--- src/sv/kcl_pkg.sv ---
// Shared types and constants for the keypad code lock controller.
`default_nettype none
package kcl_pkg;

  // Bytes of a code that are kept and compared; one more byte closes an entry
  localparam int CODE_BYTES = 4;
  localparam int CODE_W     = 8 * CODE_BYTES;
  localparam int IDX_W      = $clog2(CODE_BYTES + 1);

  // Result queue
  localparam int FIFO_DEPTH = 4;
  localparam int PTR_W      = $clog2(FIFO_DEPTH);
  localparam int CNT_W      = $clog2(FIFO_DEPTH + 1);

  // Configuration register indexes
  localparam logic [1:0] CFG_MOTOR_TICKS = 2'd0;
  localparam logic [1:0] CFG_BLOCK_TICKS = 2'd1;
  localparam logic [1:0] CFG_MAX_FAILS   = 2'd2;

  localparam logic [15:0] MOTOR_TICKS_RST = 16'd7500;
  localparam logic [15:0] BLOCK_TICKS_RST = 16'd40000;
  localparam logic [2:0]  MAX_FAILS_RST   = 3'd3;

  // Message codes
  localparam logic [3:0] MSG_NONE    = 4'd0;
  localparam logic [3:0] MSG_GET     = 4'd1;
  localparam logic [3:0] MSG_OPENING = 4'd2;
  localparam logic [3:0] MSG_NEW     = 4'd3;
  localparam logic [3:0] MSG_SAVED   = 4'd4;
  localparam logic [3:0] MSG_MENU    = 4'd5;
  localparam logic [3:0] MSG_BAD     = 4'd6;
  localparam logic [3:0] MSG_WRONG   = 4'd7;
  localparam logic [3:0] MSG_WARN    = 4'd8;

  // Motor drive codes
  localparam logic [1:0] MOTOR_OFF  = 2'd0;
  localparam logic [1:0] MOTOR_CW   = 2'd1;
  localparam logic [1:0] MOTOR_ACW  = 2'd2;

  localparam logic [7:0] KEY_OPEN   = 8'h2A;  // '*'
  localparam logic [7:0] KEY_CHANGE = 8'h23;  // '#'

  localparam logic ACT_KEY  = 1'b0;
  localparam logic ACT_TICK = 1'b1;

  typedef struct packed {
    logic       action;
    logic [7:0] key_byte;
  } in_word_t;

  typedef struct packed {
    logic [3:0] message;
    logic [1:0] motor_drive;
    logic       buzzer_on;
    logic       led_on;
    logic       last_result;
  } out_word_t;

  // Words handed from the step logic to the result queue
  typedef struct packed {
    logic      push;
    logic      two;
    out_word_t w0;
    out_word_t w1;
  } res_push_t;

  typedef struct packed {
    logic [CNT_W-1:0] count;
    logic             room;
  } fifo_stat_t;

endpackage
`default_nettype wire

--- src/sv/kcl_core.sv ---
// Lock state and the per-word step logic.
`default_nettype none
module kcl_core (
  input  wire                 clk,
  input  wire                 rst_n,
  input  wire                 step_en,
  input  kcl_pkg::in_word_t   item,
  input  wire  [15:0]         motor_ticks,
  input  wire  [15:0]         block_ticks,
  input  wire  [2:0]          max_fails,
  output kcl_pkg::res_push_t  res
);

  localparam logic [2:0] MODE_NEW_FIRST  = 3'd0;
  localparam logic [2:0] MODE_NEW_SECOND = 3'd1;
  localparam logic [2:0] MODE_MENU       = 3'd2;
  localparam logic [2:0] MODE_CHECK      = 3'd3;
  localparam logic [2:0] MODE_MOTOR_CW   = 3'd4;
  localparam logic [2:0] MODE_MOTOR_ACW  = 3'd5;
  localparam logic [2:0] MODE_BLOCKED    = 3'd6;

  logic [2:0]                   mode_r, mode_nxt;
  logic                         purpose_r, purpose_nxt;
  logic [kcl_pkg::IDX_W-1:0]    idx_r, idx_nxt;
  logic [kcl_pkg::CODE_W-1:0]   entry_r, entry_nxt;
  logic [kcl_pkg::CODE_W-1:0]   first_r, first_nxt;
  logic [kcl_pkg::CODE_W-1:0]   stored_r;
  logic                         stored_we;
  logic [2:0]                   fail_r, fail_nxt;
  logic [15:0]                  tick_r, tick_nxt;
  logic [1:0]                   motor_r, motor_nxt;
  logic                         buzzer_r, buzzer_nxt;
  logic                         led_r, led_nxt;

  logic [kcl_pkg::CODE_W-1:0]   entry_taken;
  logic [kcl_pkg::IDX_W-1:0]    idx_inc;
  logic                         entry_done;
  logic [15:0]                  tick_inc;
  logic                         motor_done, block_done;
  logic [2:0]                   fail_inc;
  logic                         fail_block;
  logic [3:0]                   msg0, msg1;
  logic                         two;

  assign idx_inc     = idx_r + 1'b1;
  assign entry_done  = (idx_r == kcl_pkg::IDX_W'(kcl_pkg::CODE_BYTES));
  assign entry_taken = (idx_r < kcl_pkg::IDX_W'(kcl_pkg::CODE_BYTES)) ?
                       ((entry_r << 8) | kcl_pkg::CODE_W'(item.key_byte)) : entry_r;
  assign tick_inc    = tick_r + 16'd1;
  // a zero limit behaves as one; a wrapped counter also ends the run
  assign motor_done  = (tick_inc >= motor_ticks) || (tick_inc == 16'd0);
  assign block_done  = (tick_inc >= block_ticks) || (tick_inc == 16'd0);
  assign fail_inc    = fail_r + 3'd1;
  assign fail_block  = (fail_inc >= max_fails) || (fail_inc == 3'd0);

  always_comb begin
    mode_nxt    = mode_r;
    purpose_nxt = purpose_r;
    idx_nxt     = idx_r;
    entry_nxt   = entry_r;
    first_nxt   = first_r;
    stored_we   = 1'b0;
    fail_nxt    = fail_r;
    tick_nxt    = tick_r;
    motor_nxt   = motor_r;
    buzzer_nxt  = buzzer_r;
    led_nxt     = led_r;
    msg0        = kcl_pkg::MSG_NONE;
    msg1        = kcl_pkg::MSG_NONE;
    two         = 1'b0;
    if (step_en) begin
      if (item.action == kcl_pkg::ACT_KEY) begin
        case (mode_r)
          MODE_NEW_FIRST: begin
            entry_nxt = entry_taken;
            idx_nxt   = entry_done ? '0 : idx_inc;
            if (entry_done) begin
              first_nxt = entry_taken;
              mode_nxt  = MODE_NEW_SECOND;
              entry_nxt = '0;
            end
          end
          MODE_NEW_SECOND: begin
            entry_nxt = entry_taken;
            idx_nxt   = entry_done ? '0 : idx_inc;
            if (entry_done) begin
              entry_nxt = '0;
              if (entry_taken == first_r) begin
                stored_we = 1'b1;
                msg0      = kcl_pkg::MSG_SAVED;
                msg1      = kcl_pkg::MSG_MENU;
                two       = 1'b1;
                mode_nxt  = MODE_MENU;
              end else begin
                msg0     = kcl_pkg::MSG_NEW;
                mode_nxt = MODE_NEW_FIRST;
              end
            end
          end
          MODE_MENU: begin
            if (item.key_byte == kcl_pkg::KEY_OPEN ||
                item.key_byte == kcl_pkg::KEY_CHANGE) begin
              purpose_nxt = (item.key_byte == kcl_pkg::KEY_CHANGE);
              msg0        = kcl_pkg::MSG_GET;
              mode_nxt    = MODE_CHECK;
              idx_nxt     = '0;
              entry_nxt   = '0;
            end else begin
              msg0 = kcl_pkg::MSG_BAD;
            end
          end
          MODE_CHECK: begin
            entry_nxt = entry_taken;
            idx_nxt   = entry_done ? '0 : idx_inc;
            if (entry_done) begin
              if (entry_taken == stored_r) begin
                fail_nxt = 3'd0;
                if (purpose_r) begin
                  msg0      = kcl_pkg::MSG_NEW;
                  mode_nxt  = MODE_NEW_FIRST;
                  entry_nxt = '0;
                end else begin
                  msg0      = kcl_pkg::MSG_OPENING;
                  mode_nxt  = MODE_MOTOR_CW;
                  motor_nxt = kcl_pkg::MOTOR_CW;
                  tick_nxt  = 16'd0;
                end
              end else if (fail_block) begin
                fail_nxt   = 3'd0;
                msg0       = kcl_pkg::MSG_WARN;
                mode_nxt   = MODE_BLOCKED;
                buzzer_nxt = 1'b1;
                led_nxt    = 1'b0;
                tick_nxt   = 16'd0;
              end else begin
                fail_nxt  = fail_inc;
                msg0      = kcl_pkg::MSG_WRONG;
                msg1      = kcl_pkg::MSG_GET;
                two       = 1'b1;
                entry_nxt = '0;
              end
            end
          end
          default: begin
          end
        endcase
      end else begin
        case (mode_r)
          MODE_MOTOR_CW: begin
            tick_nxt = motor_done ? 16'd0 : tick_inc;
            if (motor_done) begin
              motor_nxt = kcl_pkg::MOTOR_ACW;
              mode_nxt  = MODE_MOTOR_ACW;
            end
          end
          MODE_MOTOR_ACW: begin
            tick_nxt = motor_done ? 16'd0 : tick_inc;
            if (motor_done) begin
              motor_nxt = kcl_pkg::MOTOR_OFF;
              msg0      = kcl_pkg::MSG_MENU;
              mode_nxt  = MODE_MENU;
              idx_nxt   = '0;
              entry_nxt = '0;
            end
          end
          MODE_BLOCKED: begin
            tick_nxt = block_done ? 16'd0 : tick_inc;
            led_nxt  = ~led_r;
            if (block_done) begin
              buzzer_nxt = 1'b0;
              led_nxt    = 1'b0;
              msg0       = kcl_pkg::MSG_MENU;
              mode_nxt   = MODE_MENU;
              idx_nxt    = '0;
              entry_nxt  = '0;
            end
          end
          default: begin
          end
        endcase
      end
    end
  end

  always_ff @(posedge clk) begin
    if (!rst_n) begin
      mode_r    <= MODE_NEW_FIRST;
      purpose_r <= 1'b0;
      idx_r     <= '0;
      entry_r   <= '0;
      first_r   <= '0;
      fail_r    <= 3'd0;
      tick_r    <= 16'd0;
      motor_r   <= kcl_pkg::MOTOR_OFF;
      buzzer_r  <= 1'b0;
      led_r     <= 1'b0;
    end else begin
      mode_r    <= mode_nxt;
      purpose_r <= purpose_nxt;
      idx_r     <= idx_nxt;
      entry_r   <= entry_nxt;
      first_r   <= first_nxt;
      fail_r    <= fail_nxt;
      tick_r    <= tick_nxt;
      motor_r   <= motor_nxt;
      buzzer_r  <= buzzer_nxt;
      led_r     <= led_nxt;
    end
  end

  always_ff @(posedge clk) begin
    if (stored_we) begin
      stored_r <= entry_taken;
    end
  end

  always_comb begin
    res.push              = step_en;
    res.two               = two;
    res.w0.message        = msg0;
    res.w0.motor_drive    = motor_nxt;
    res.w0.buzzer_on      = buzzer_nxt;
    res.w0.led_on         = led_nxt;
    res.w0.last_result    = ~two;
    res.w1.message        = msg1;
    res.w1.motor_drive    = motor_nxt;
    res.w1.buzzer_on      = buzzer_nxt;
    res.w1.led_on         = led_nxt;
    res.w1.last_result    = 1'b1;
  end

endmodule
`default_nettype wire

--- src/sv/kcl_out_fifo.sv ---
// Result word queue, taking one or two words a cycle and giving one while out_ready is high.
`default_nettype none
module kcl_out_fifo (
  input  wire                  clk,
  input  wire                  rst_n,
  input  kcl_pkg::res_push_t   res,
  output logic                 out_valid,
  input  wire                  out_ready,
  output kcl_pkg::out_word_t   out_data,
  output kcl_pkg::fifo_stat_t  stat
);

  kcl_pkg::out_word_t             mem_r [kcl_pkg::FIFO_DEPTH];
  logic [kcl_pkg::PTR_W-1:0]      wr_ptr_r, wr_ptr_nxt;
  logic [kcl_pkg::PTR_W-1:0]      rd_ptr_r, rd_ptr_nxt;
  logic [kcl_pkg::CNT_W-1:0]      count_r, count_nxt;
  logic [kcl_pkg::PTR_W-1:0]      wr_ptr_p1;
  logic                           pop;
  logic [kcl_pkg::CNT_W-1:0]      n_push;

  assign out_valid = (count_r != '0);
  assign out_data  = mem_r[rd_ptr_r];
  assign pop       = out_valid & out_ready;
  assign wr_ptr_p1 = wr_ptr_r + 1'b1;
  assign n_push    = !res.push ? kcl_pkg::CNT_W'(0) :
                     (res.two ? kcl_pkg::CNT_W'(2) : kcl_pkg::CNT_W'(1));

  assign wr_ptr_nxt = wr_ptr_r + kcl_pkg::PTR_W'(n_push);
  assign rd_ptr_nxt = rd_ptr_r + kcl_pkg::PTR_W'(pop);
  assign count_nxt  = count_r + n_push - kcl_pkg::CNT_W'(pop);

  // room for a two-word result regardless of this cycle's pop
  assign stat.count = count_r;
  assign stat.room  = (count_r <= kcl_pkg::CNT_W'(kcl_pkg::FIFO_DEPTH - 2));

  always_ff @(posedge clk) begin
    if (!rst_n) begin
      wr_ptr_r <= '0;
      rd_ptr_r <= '0;
      count_r  <= '0;
    end else begin
      wr_ptr_r <= wr_ptr_nxt;
      rd_ptr_r <= rd_ptr_nxt;
      count_r  <= count_nxt;
    end
  end

  always_ff @(posedge clk) begin
    if (res.push) begin
      mem_r[wr_ptr_r] <= res.w0;
      if (res.two) begin
        mem_r[wr_ptr_p1] <= res.w1;
      end
    end
  end

endmodule
`default_nettype wire

--- src/sv/keypad_code_lock_controller_top.sv ---
// Keypad code lock controller: input register, configuration, step logic and result queue.
// Each input word (a keypad byte or a timer tick) is registered on acceptance and processed
// from that register once the queue has space for two words, its one or two result words
// landing in a four-word output queue whose head is presented on the output. A new input
// word is taken every cycle while the queue has space for two words, so the sustained rate
// is one input word per cycle, bounded by the output channel delivering one result word per
// cycle while out_ready is high (an input that gives two results needs two output words).
// Configuration writes are taken every cycle.
`default_nettype none
module keypad_code_lock_controller_top (
  input  wire                 clk,
  input  wire                 rst_n,
  input  wire                 in_valid,
  output logic                in_ready,
  input  kcl_pkg::in_word_t   in_data,
  output logic                out_valid,
  input  wire                 out_ready,
  output kcl_pkg::out_word_t  out_data,
  input  wire                 cfg_valid,
  output logic                cfg_ready,
  input  wire  [1:0]          cfg_index,
  input  wire  [15:0]         cfg_data
);

  logic                 pipe_valid_r;
  kcl_pkg::in_word_t    pipe_item_r;
  logic                 step_go;
  logic                 in_acc;

  logic [15:0]          motor_ticks_r;
  logic [15:0]          block_ticks_r;
  logic [2:0]           max_fails_r;

  kcl_pkg::res_push_t   res;
  kcl_pkg::fifo_stat_t  fstat;

  assign cfg_ready = 1'b1;
  assign step_go   = pipe_valid_r & fstat.room;
  assign in_ready  = ~pipe_valid_r | step_go;
  assign in_acc    = in_valid & in_ready;

  always_ff @(posedge clk) begin
    if (!rst_n) begin
      pipe_valid_r <= 1'b0;
    end else if (in_acc) begin
      pipe_valid_r <= 1'b1;
    end else if (step_go) begin
      pipe_valid_r <= 1'b0;
    end
  end

  always_ff @(posedge clk) begin
    if (in_acc) begin
      pipe_item_r <= in_data;
    end
  end

  always_ff @(posedge clk) begin
    if (!rst_n) begin
      motor_ticks_r <= kcl_pkg::MOTOR_TICKS_RST;
      block_ticks_r <= kcl_pkg::BLOCK_TICKS_RST;
      max_fails_r   <= kcl_pkg::MAX_FAILS_RST;
    end else if (cfg_valid && cfg_ready) begin
      case (cfg_index)
        kcl_pkg::CFG_MOTOR_TICKS: motor_ticks_r <= cfg_data;
        kcl_pkg::CFG_BLOCK_TICKS: block_ticks_r <= cfg_data;
        kcl_pkg::CFG_MAX_FAILS:   max_fails_r   <= cfg_data[2:0];
        default: begin
        end
      endcase
    end
  end

  kcl_core u_core (
    .clk         (clk),
    .rst_n       (rst_n),
    .step_en     (step_go),
    .item        (pipe_item_r),
    .motor_ticks (motor_ticks_r),
    .block_ticks (block_ticks_r),
    .max_fails   (max_fails_r),
    .res         (res)
  );

  kcl_out_fifo u_fifo (
    .clk       (clk),
    .rst_n     (rst_n),
    .res       (res),
    .out_valid (out_valid),
    .out_ready (out_ready),
    .out_data  (out_data),
    .stat      (fstat)
  );

  // queue never overfills
  a_fifo_bound: assert property (@(posedge clk) disable iff (!rst_n)
    fstat.count <= kcl_pkg::CNT_W'(kcl_pkg::FIFO_DEPTH))
    else $error("result queue overfilled");

  // a held word waiting for queue space is not dropped
  a_pipe_hold: assert property (@(posedge clk) disable iff (!rst_n)
    pipe_valid_r && !fstat.room |=> pipe_valid_r && $stable(pipe_item_r))
    else $error("stalled input word lost");

  // a two-word result ends only on its second word
  a_two_last: assert property (@(posedge clk) disable iff (!rst_n)
    res.push && res.two |-> !res.w0.last_result && res.w1.last_result)
    else $error("last flag wrong on two-word result");

endmodule
`default_nettype wire
--- config.mk ---
export PLATFORM = sky130hd
export DESIGN_NAME = keypad_code_lock_controller_top
export DESIGN_NICKNAME = d
export VERILOG_FILES = /design/src/sv/kcl_pkg.sv /design/src/sv/kcl_core.sv /design/src/sv/kcl_out_fifo.sv /design/src/sv/keypad_code_lock_controller_top.sv
export SDC_FILE = /design/constraint.sdc
export NUM_CORES = 1
export LEC_CHECK = 0
export ABC_CLOCK_PERIOD_IN_PS = 4200
export BUFFER_PORTS_ARGS = -buffer_cell sky130_fd_sc_hd__buf_2
export CAP_MARGIN = 20
export CORE_UTILIZATION = 40
export CTS_CLUSTER_SIZE = 10
export DETAILED_ROUTE_END_ITERATION = 12
export PLACE_DENSITY = 0.67
export SYNTH_ARGS = -nofsm -noshare
export SYNTH_HDL_FRONTEND = slang
export SYNTH_HIERARCHICAL = 1
export SYNTH_SLANG_ARGS = --single-unit
--- constraint.sdc ---
create_clock -name clk -period 4.2 [get_ports clk]
set_input_delay 0.21 -clock clk [delete_from_list [all_inputs] [get_ports clk]]
set_output_delay 0.21 -clock clk [all_outputs]
set_load 0.02 [all_outputs]
==> impl_metrics.tcl, run 1 <==
set metrics [dict create \
    portBuffers 42 \
    wl_per_cell_um 16.5 \
    dr_wl_met2_mm 11.8 \
    grt_overflow_total 0 \
    setup_viol_count_final 0 \
    cp_max_fo 8 \
    fillers 2780 \
    num_vias 8534 \
    cts_made_buffers 26 \
    rr_endpoint "u_fifo/mem_r[2][4]$_DFFE_PP_" \
    min_path_cells 3 \
    gp_congestion 0.887 \
    fin_crit_ns 4.02 \
    max-cap-violations 0 \
    syn_avg_cell_area_sq_um 10.5 \
    syn_area_sq_um 12000 \
    arrival_ns 4.28 \
    relSlewSlack_pct 46.3 \
    finClkSkew_ns 0.0210 \
    ys_types 85 \
    synth_top_area_cell "dfxtp_1" \
    rr_startpoint "u_core/tick_r[7]$_SDFFE_PN0P_" \
    min_path_type "primary input to flip-flop" \
    ir_worst_vdd_mv 0.261 \
    clkLatencyLatePin_ns 0.52 \
    r2r_slack_ns 0.18 \
    pin_count 44 \
    syn_to_final_growth_pct 15.5 \
    grt_pass1_wl_mm 44.0 \
    yosysWarnings 6 \
    hold_end "block_ticks_r[2]$_SDFFE_PN0P_" \
    antenna_found_initial 0 \
    h-tree-depth 1 \
    grt_max_degree 65 \
    via_per_inst 5.23 \
    ant_nets 0 \
    slew_violations 0 \
    cts_sinks 214 \
    path_class "flip-flop to flip-flop" \
    p_leak_nw 5.32 \
    start_util_pct 40.6 \
    drt-met1-wl_mm 13.5 \
    ys.flop_type "dfxtp_1" \
    routed_wl_mm 27.0 \
    run_status "finished clean" \
    place_hpwl_mm 18.3 \
    ys_async_sr_fraction_pct 0 \
    start_kind "flip-flop" \
    core_sq_um 29600 \
    track_usage_pct 17.7 \
    clock_path_buffers 3 \
    final_common_cell "dfxtp_1" \
    met3_length_mm 1.21 \
    grt_pass1_vias 8217 \
    top_layer "met4" \
    synth_area_leaders "dfxtp_1 23%, edfxtp_1 19%, xnor2_1 5.4%" \
    cts_tree "built" \
    worstHoldStart "cfg_data[2]" \
    fin_nets 1302 \
    crit_path_end_kind "flip-flop" \
    die_w_um 175 \
    drt-pass1-iter-count 9 \
    rows 63 \
    finalHoldViolCount 0 \
    r2r.worst_path.cells 14 \
    postLayoutCoreUtil_pct 46.9 \
    root_buffer "clkbuf_16" \
    clk_pin_slew_ns 0.06 \
    first_iter_violations 623 \
    drive_gt1_share_pct 22.7 \
    route.detailed.drc 0 \
    cp.required_ns 4.46 \
    p_per_area_nw_per_um2 363 \
    yosysTopAreaCellShare_pct 22.8 \
    layout_common_cells "129 x dfxtp_1, 112 x nand2_1, 84 x inv_1" \
    die_area_sq_um 30800 \
    synth_seq_cells 214 \
    synthCells 1147 \
    max_freq_ghz 0.249 \
    ys_seq_area_share_pct 42.0 \
    antenna_cells 0 \
    synth_edf_count 77 \
    finalCritPeriodShare_pct 95.8 \
    worst_pin_slew_ns 0.805 \
    hold-worst-slack_ns 0.0323 \
    die_h_um 175 \
]
==> layer usage <==
metal  track usage, %  vias up
li1                 -     4242
met1             25.9     4062
met2             27.2      200
met3             2.71       30
met4             3.95        0
met5                0        -
==> per-stage QoR <==
stage	power, mW	instances	setup WS (ns)	TNS, ns	cell area [sq um]
3_5_place_dp	3.01	1561	0.0696	0	12800
6_report	5.05	1631	0.178	0	13900
2_1_floorplan	2.82	1148	0.219	0	12000
3_3_place_gp	3.00	1561	0.158	0	12800
5_1_grt	5.27	1631	-0.0264	-0.104	13900
4_1_cts	5.09	1630	0.0596	0	13800
==> cells in the mapped netlist (21+ instances only) <==
library cell / instances
dfxtp_1: 137
a211oi_1: 37
mux2i_1: 41
xnor2_1: 74
nand2_1: 112
clkbuf_1: 31
o22ai_2: 30
nor2_1: 59
edfxtp_1: 77
a21oi_1: 21
inv_1: 84
mux2_2: 37
ha_1: 44
o21ai_0: 33
==> registers in the layout (all words and copies together), names as in the netlist, 9 cells and up <==
signal and cells:
u_fifo/mem_r 36, u_core/entry_r 32, u_core/first_r 32, u_core/stored_r 32, block_ticks_r 16, motor_ticks_r 16
u_core/tick_r 16, pipe_item_r 9
==> worst max path at each step <==
stage / cells after the start / slack [ns] / startpoint / endpoint
global route: 14 / -0.03 / u_core/tick_r[8]$_SDFFE_PN0P_ / u_fifo/mem_r[0][5]$_DFFE_PP_
detailed placement: 13 / 0.07 / u_core/tick_r[2]$_SDFFE_PN0P_ / u_fifo/mem_r[1][4]$_DFFE_PP_
global placement: 14 / 0.16 / u_core/tick_r[2]$_SDFFE_PN0P_ / u_fifo/mem_r[0][4]$_DFFE_PP_
CTS: 13 / 0.06 / u_core/tick_r[2]$_SDFFE_PN0P_ / u_fifo/mem_r[2][4]$_DFFE_PP_
finish: 14 / 0.18 / u_core/tick_r[7]$_SDFFE_PN0P_ / u_fifo/mem_r[2][4]$_DFFE_PP_
floorplan: 16 / 0.22 / u_core/tick_r[0]$_SDFFE_PN0P_ / u_fifo/mem_r[0][4]$_DFFE_PP_
==> logic make-up (layout without fill, tap and decap cells) <==
kind of cell	count (synthesis)	count (layout)	synth area share, %
XOR/XNOR	84	84	6.12
flip-flops	214	214	42.0
other	3	4	0.0936
buffers and inverters	161	254	6.62
AND/OR/NAND/NOR	326	326	14.3
AO/OA/AOI/OAI	199	199	13.2
multiplexers	115	115	12.9
adder cells (fa/ha/maj)	45	45	4.74
==> layout make-up <==
type / instances / area, sq um / area share [%]
Clock buffer: 43 / 767 / 5.52
Clock inverter: 1 / 7.51 / 0.0540
Inverter: 86 / 323 / 2.32
Multi-Input combinational cell: 773 / 6260 / 45.1
Sequential cell: 214 / 5070 / 36.5
Tap cell: 390 / 488 / 3.51
Timing Repair Buffer: 124 / 978 / 7.04
==> critical path, cell delays in order, from the launching register on <==
cell and delay [ns]:
dfxtp_1 0.43, and4_1 0.28, nand4_1 0.16, and2_1 0.21, or2_2 0.31, ha_1 0.30
a21o_1 0.18, a21o_1 0.16, a21oi_1 0.13, o21a_1 0.16, nand2_1 0.11, o211ai_1 0.35
mux2_2 0.39, a22o_1 0.30, mux2_2 0.28
==> report_power, final <==
| part | switching [mW] | leakage [nW] | internal, mW |
|---|---|---|---|
| sequential | 0.103 | 1.75 | 2.21 |
| combinational | 0.363 | 3.20 | 0.300 |
| clock | 0.838 | 0.369 | 1.23 |
==> repair_timing <==
action | CTS | global route
endpoints found under the hold margin | 35 | 0
endpoints found under the setup margin | 0 | 9
hold buffers | 25 | 0
resized for setup | 0 | 18
setup buffers | 0 | 1
No activity file was read; power rests on OpenSTA's default activity.
==> run 2, diff against run 1 <==
--- a/config.mk
+++ b/config.mk
@@ -5,7 +5,7 @@
 export SDC_FILE = /design/constraint.sdc
 export NUM_CORES = 1
 export LEC_CHECK = 0
-export ABC_CLOCK_PERIOD_IN_PS = 4200
+export ABC_AREA = 1
 export BUFFER_PORTS_ARGS = -buffer_cell sky130_fd_sc_hd__buf_2
 export CAP_MARGIN = 20
 export CORE_UTILIZATION = 40
==> run 2 against run 1 <==
  * Combinational power rose by 96%
  * Critical path depth increased by 3
  * Utilization is 0.98 points lower
  * Flip-flop and latch count unchanged
  * Clock skew fell by 0.0047 ns
  * Total power is 15% higher
  * Area after synthesis grew 9.1%
  * Final area is 5.3% higher
  * Fmax grew 4.9%
  * Largest cell class unchanged
==> impl_metrics.tcl, run 2 <==
set metrics [dict create \
    synth_fa_ha_area_share_pct 4.35 \
    synth_common_cells "636 x nand2_1, 256 x inv_1, 217 x nor2_1" \
    layout_setup_ws_ns 0.367 \
    yosysTopAreaCellShare_pct 20.9 \
    grt_overflow_total 0 \
    cp.required_ns 4.62 \
    syn_avg_cell_area_sq_um 6.75 \
    ant_nets 0 \
    h-tree-depth 1 \
    setup_viol_count_final 0 \
    worst_pin_slew_ns 0.826 \
    synth_top_family_by_area "simple AND/OR/NAND/NOR gates" \
    max-cap-violations 0 \
    fillers 3278 \
    finalCritPeriodShare_pct 91.3 \
    relSlewSlack_pct 44.9 \
    num_vias 12100 \
    layout_common_cells "636 x nand2_1, 256 x inv_1, 215 x nor2_1" \
    cts_tree "built" \
    finClkSkew_ns 0.0163 \
    ys_seq_area_share_pct 38.5 \
    ys.flop_type "dfxtp_1" \
    synth_seq_cells 214 \
    drive_gt1_share_pct 8.35 \
    synth_top_area_cell "dfxtp_1" \
    syn_to_final_growth_pct 11.5 \
    gp_congestion 0.871 \
    root_buffer "clkbuf_16" \
    final_common_cell "nand2_1" \
    rsz0062_at_grt "false" \
    cpMaxStageDelayCell "dfxtp_1" \
    synth-simple-area-share_pct 33.2 \
    track_usage_pct 20.6 \
    pin_count 44 \
    ir_worst_vdd_mv 0.289 \
    preCtsSetupSlack_ns 0.417 \
    grt_max_degree 76 \
    path_class "flip-flop to flip-flop" \
    min_path_type "primary input to flip-flop" \
    antenna_found_initial 0 \
    grt_pass1_wl_mm 56.3 \
    yosysWarnings 6 \
    die_area_sq_um 33500 \
    synthMuxAreaShare_pct 0 \
    run_status "finished clean" \
    die_h_um 183 \
    via_per_inst 4.99 \
    arrival_ns 4.25 \
    fin_nets 2058 \
    drt-pass1-iter-count 5 \
    synthCells 1943 \
    p_int_mw 3.92 \
    slew_violations 0 \
    ys_types 43 \
    clkPwrFrac_pct 36.3 \
    synth_area_leaders "dfxtp_1 21%, nand2_1 18%, edfxtp_1 18%" \
    finalSetupTns_ns 0 \
    place_hpwl_mm 22.9 \
    crit_top_cell "nor2_1" \
    grt_pass1_vias 11600 \
    pwr-share-seq_pct 41.2 \
    start_util_pct 41.2 \
    core_sq_um 31900 \
    clkLatencyLatePin_ns 0.54 \
    routed_wl_mm 34.3 \
    p_leak_nw 6.60 \
    rows 65 \
    clock_path_buffers 3 \
    p_per_area_nw_per_um2 395 \
    clk_pin_slew_ns 0.06 \
    seqCellArea_sq_um 5050 \
    largest_register_ffs 36 \
    synth_most_common_cell "nand2_1" \
    cts_made_buffers 26 \
    ys_async_sr_fraction_pct 0 \
    route.detailed.drc 0 \
    wl_per_cell_um 14.1 \
    cts_sinks 214 \
    multi_input_area_sq_um 6560 \
    synth-compound-area-share_pct 11.2 \
    synth_edf_count 77 \
    die_w_um 183 \
    portBuffers 42 \
    fin_crit_ns 3.83 \
    sw_frac_of_total_pct 32.3 \
    antenna_cells 0 \
    syn_area_sq_um 13100 \
    crit_path_end_kind "flip-flop" \
    critical_path.cell_chain "ha_1, nand3_1, nor2_1, nand4_1, nand2_1, inv_1, ha_1, nand2_1, nor2_1, nand2_1, nor4b_1, nor2_1, nand4_1, nand3_2, buf_12, a21oi_1, nor2_1" \
    p_sw_mw 1.87 \
    first_iter_violations 744 \
    cp_max_fo 26 \
    synth_xor_area_share_pct 1.00 \
    cts_resized 0 \
    cpPeakStageDelay_ns 0.47 \
    top_register "u_fifo/mem_r" \
    start_kind "flip-flop" \
    finalHoldViolCount 0 \
    max_freq_ghz 0.261 \
    p_comb_share_pct 22.5 \
]
[run 2: cell types whose count changed after synthesis, moves of 41 or more]
cell,change
nand2_1,+524
xnor2_1,-74
o21ai_0,+84
nor2_1,+158
nand3_1,+70
mux2i_1,-41
inv_1,+172
a21oi_1,+81
[run 2: power by group through the flow]
stage / clock (mW) / sequential [mW] / combinational, mW
after CTS: 2.14 / 2.38 / 1.30
after global placement: 0 / 2.42 / 1.25
after floorplan: 0 / 2.39 / 0.960
after detailed placement: 0 / 2.42 / 1.28
after global routing: 2.22 / 2.40 / 1.47
final: 2.10 / 2.38 / 1.30
[run 2: per-layer routing]
metal / track usage (%) / share of wire, %
met2: 35.7 / 47
met1: 26.1 / 45
met4: 7.50 / 2.6
met5: 0 / 0
met3: 2.54 / 5.7
[run 2: timing repair]
item,in CTS,in global routing
hold buffers,27,0
buffers inserted,0,0
hold endpoints to repair,41,0
[run 2: worst max-delay path: cells and delay by family, from the launching register on]
kind	cells	cell delay, ns
buf+inv	2	0.44
flops	1	0.47
fa+ha+maj	2	0.59
compound gates	1	0.19
simple gates	12	1.99
[run 2: layout make-up]
type	count	share of cell area (%)
Inverter	268	6.93
Timing Repair Buffer	94	4.65
Sequential cell	214	34.5
Multi-Input combinational cell	1377	44.9
Tap cell	435	3.72
Clock buffer	45	5.22
Clock inverter	2	0.0940
[run 2: cells by family after synthesis]
family,after synthesis
and+or+nand+nor,1040
buffers and inverters,353
AOI/OAI and AO/OA,273
DFF,214
adders and majority gates,45
xor gates and xnor gates,15
other,3
[run 2: path summary, 6_finish.rpt]
path / from / end / slack, ns / depth (start not counted)
min reg2reg: motor_ticks_r[6]$_SDFFE_PN1P_ / motor_ticks_r[6]$_SDFFE_PN1P_ / 0.45 / 2
max: u_core/tick_r[0]$_SDFFE_PN0P_ / u_core/idx_r[2]$_SDFFE_PN0P_ / 0.37 / 17
min: cfg_index[1] / max_fails_r[0]$_SDFFE_PN1P_ / 0.05 / 3
max reg2reg: u_core/tick_r[0]$_SDFFE_PN0P_ / u_core/idx_r[2]$_SDFFE_PN0P_ / 0.37 / 17
[run 2: per-stage QoR]
step	cells	cell area (sq um)	hold slack [ns]	total power, mW	util [%]
floorplan	1944	13100	0.303	3.35	-
global placement	2361	13600	0.390	3.67	42.6
finish	2435	14600	0.0471	5.79	45.9
CTS	2435	14600	0.0266	5.83	45.9
detailed placement	2361	13600	0.388	3.70	42.6
global route	2435	14600	0.0477	6.09	45.9
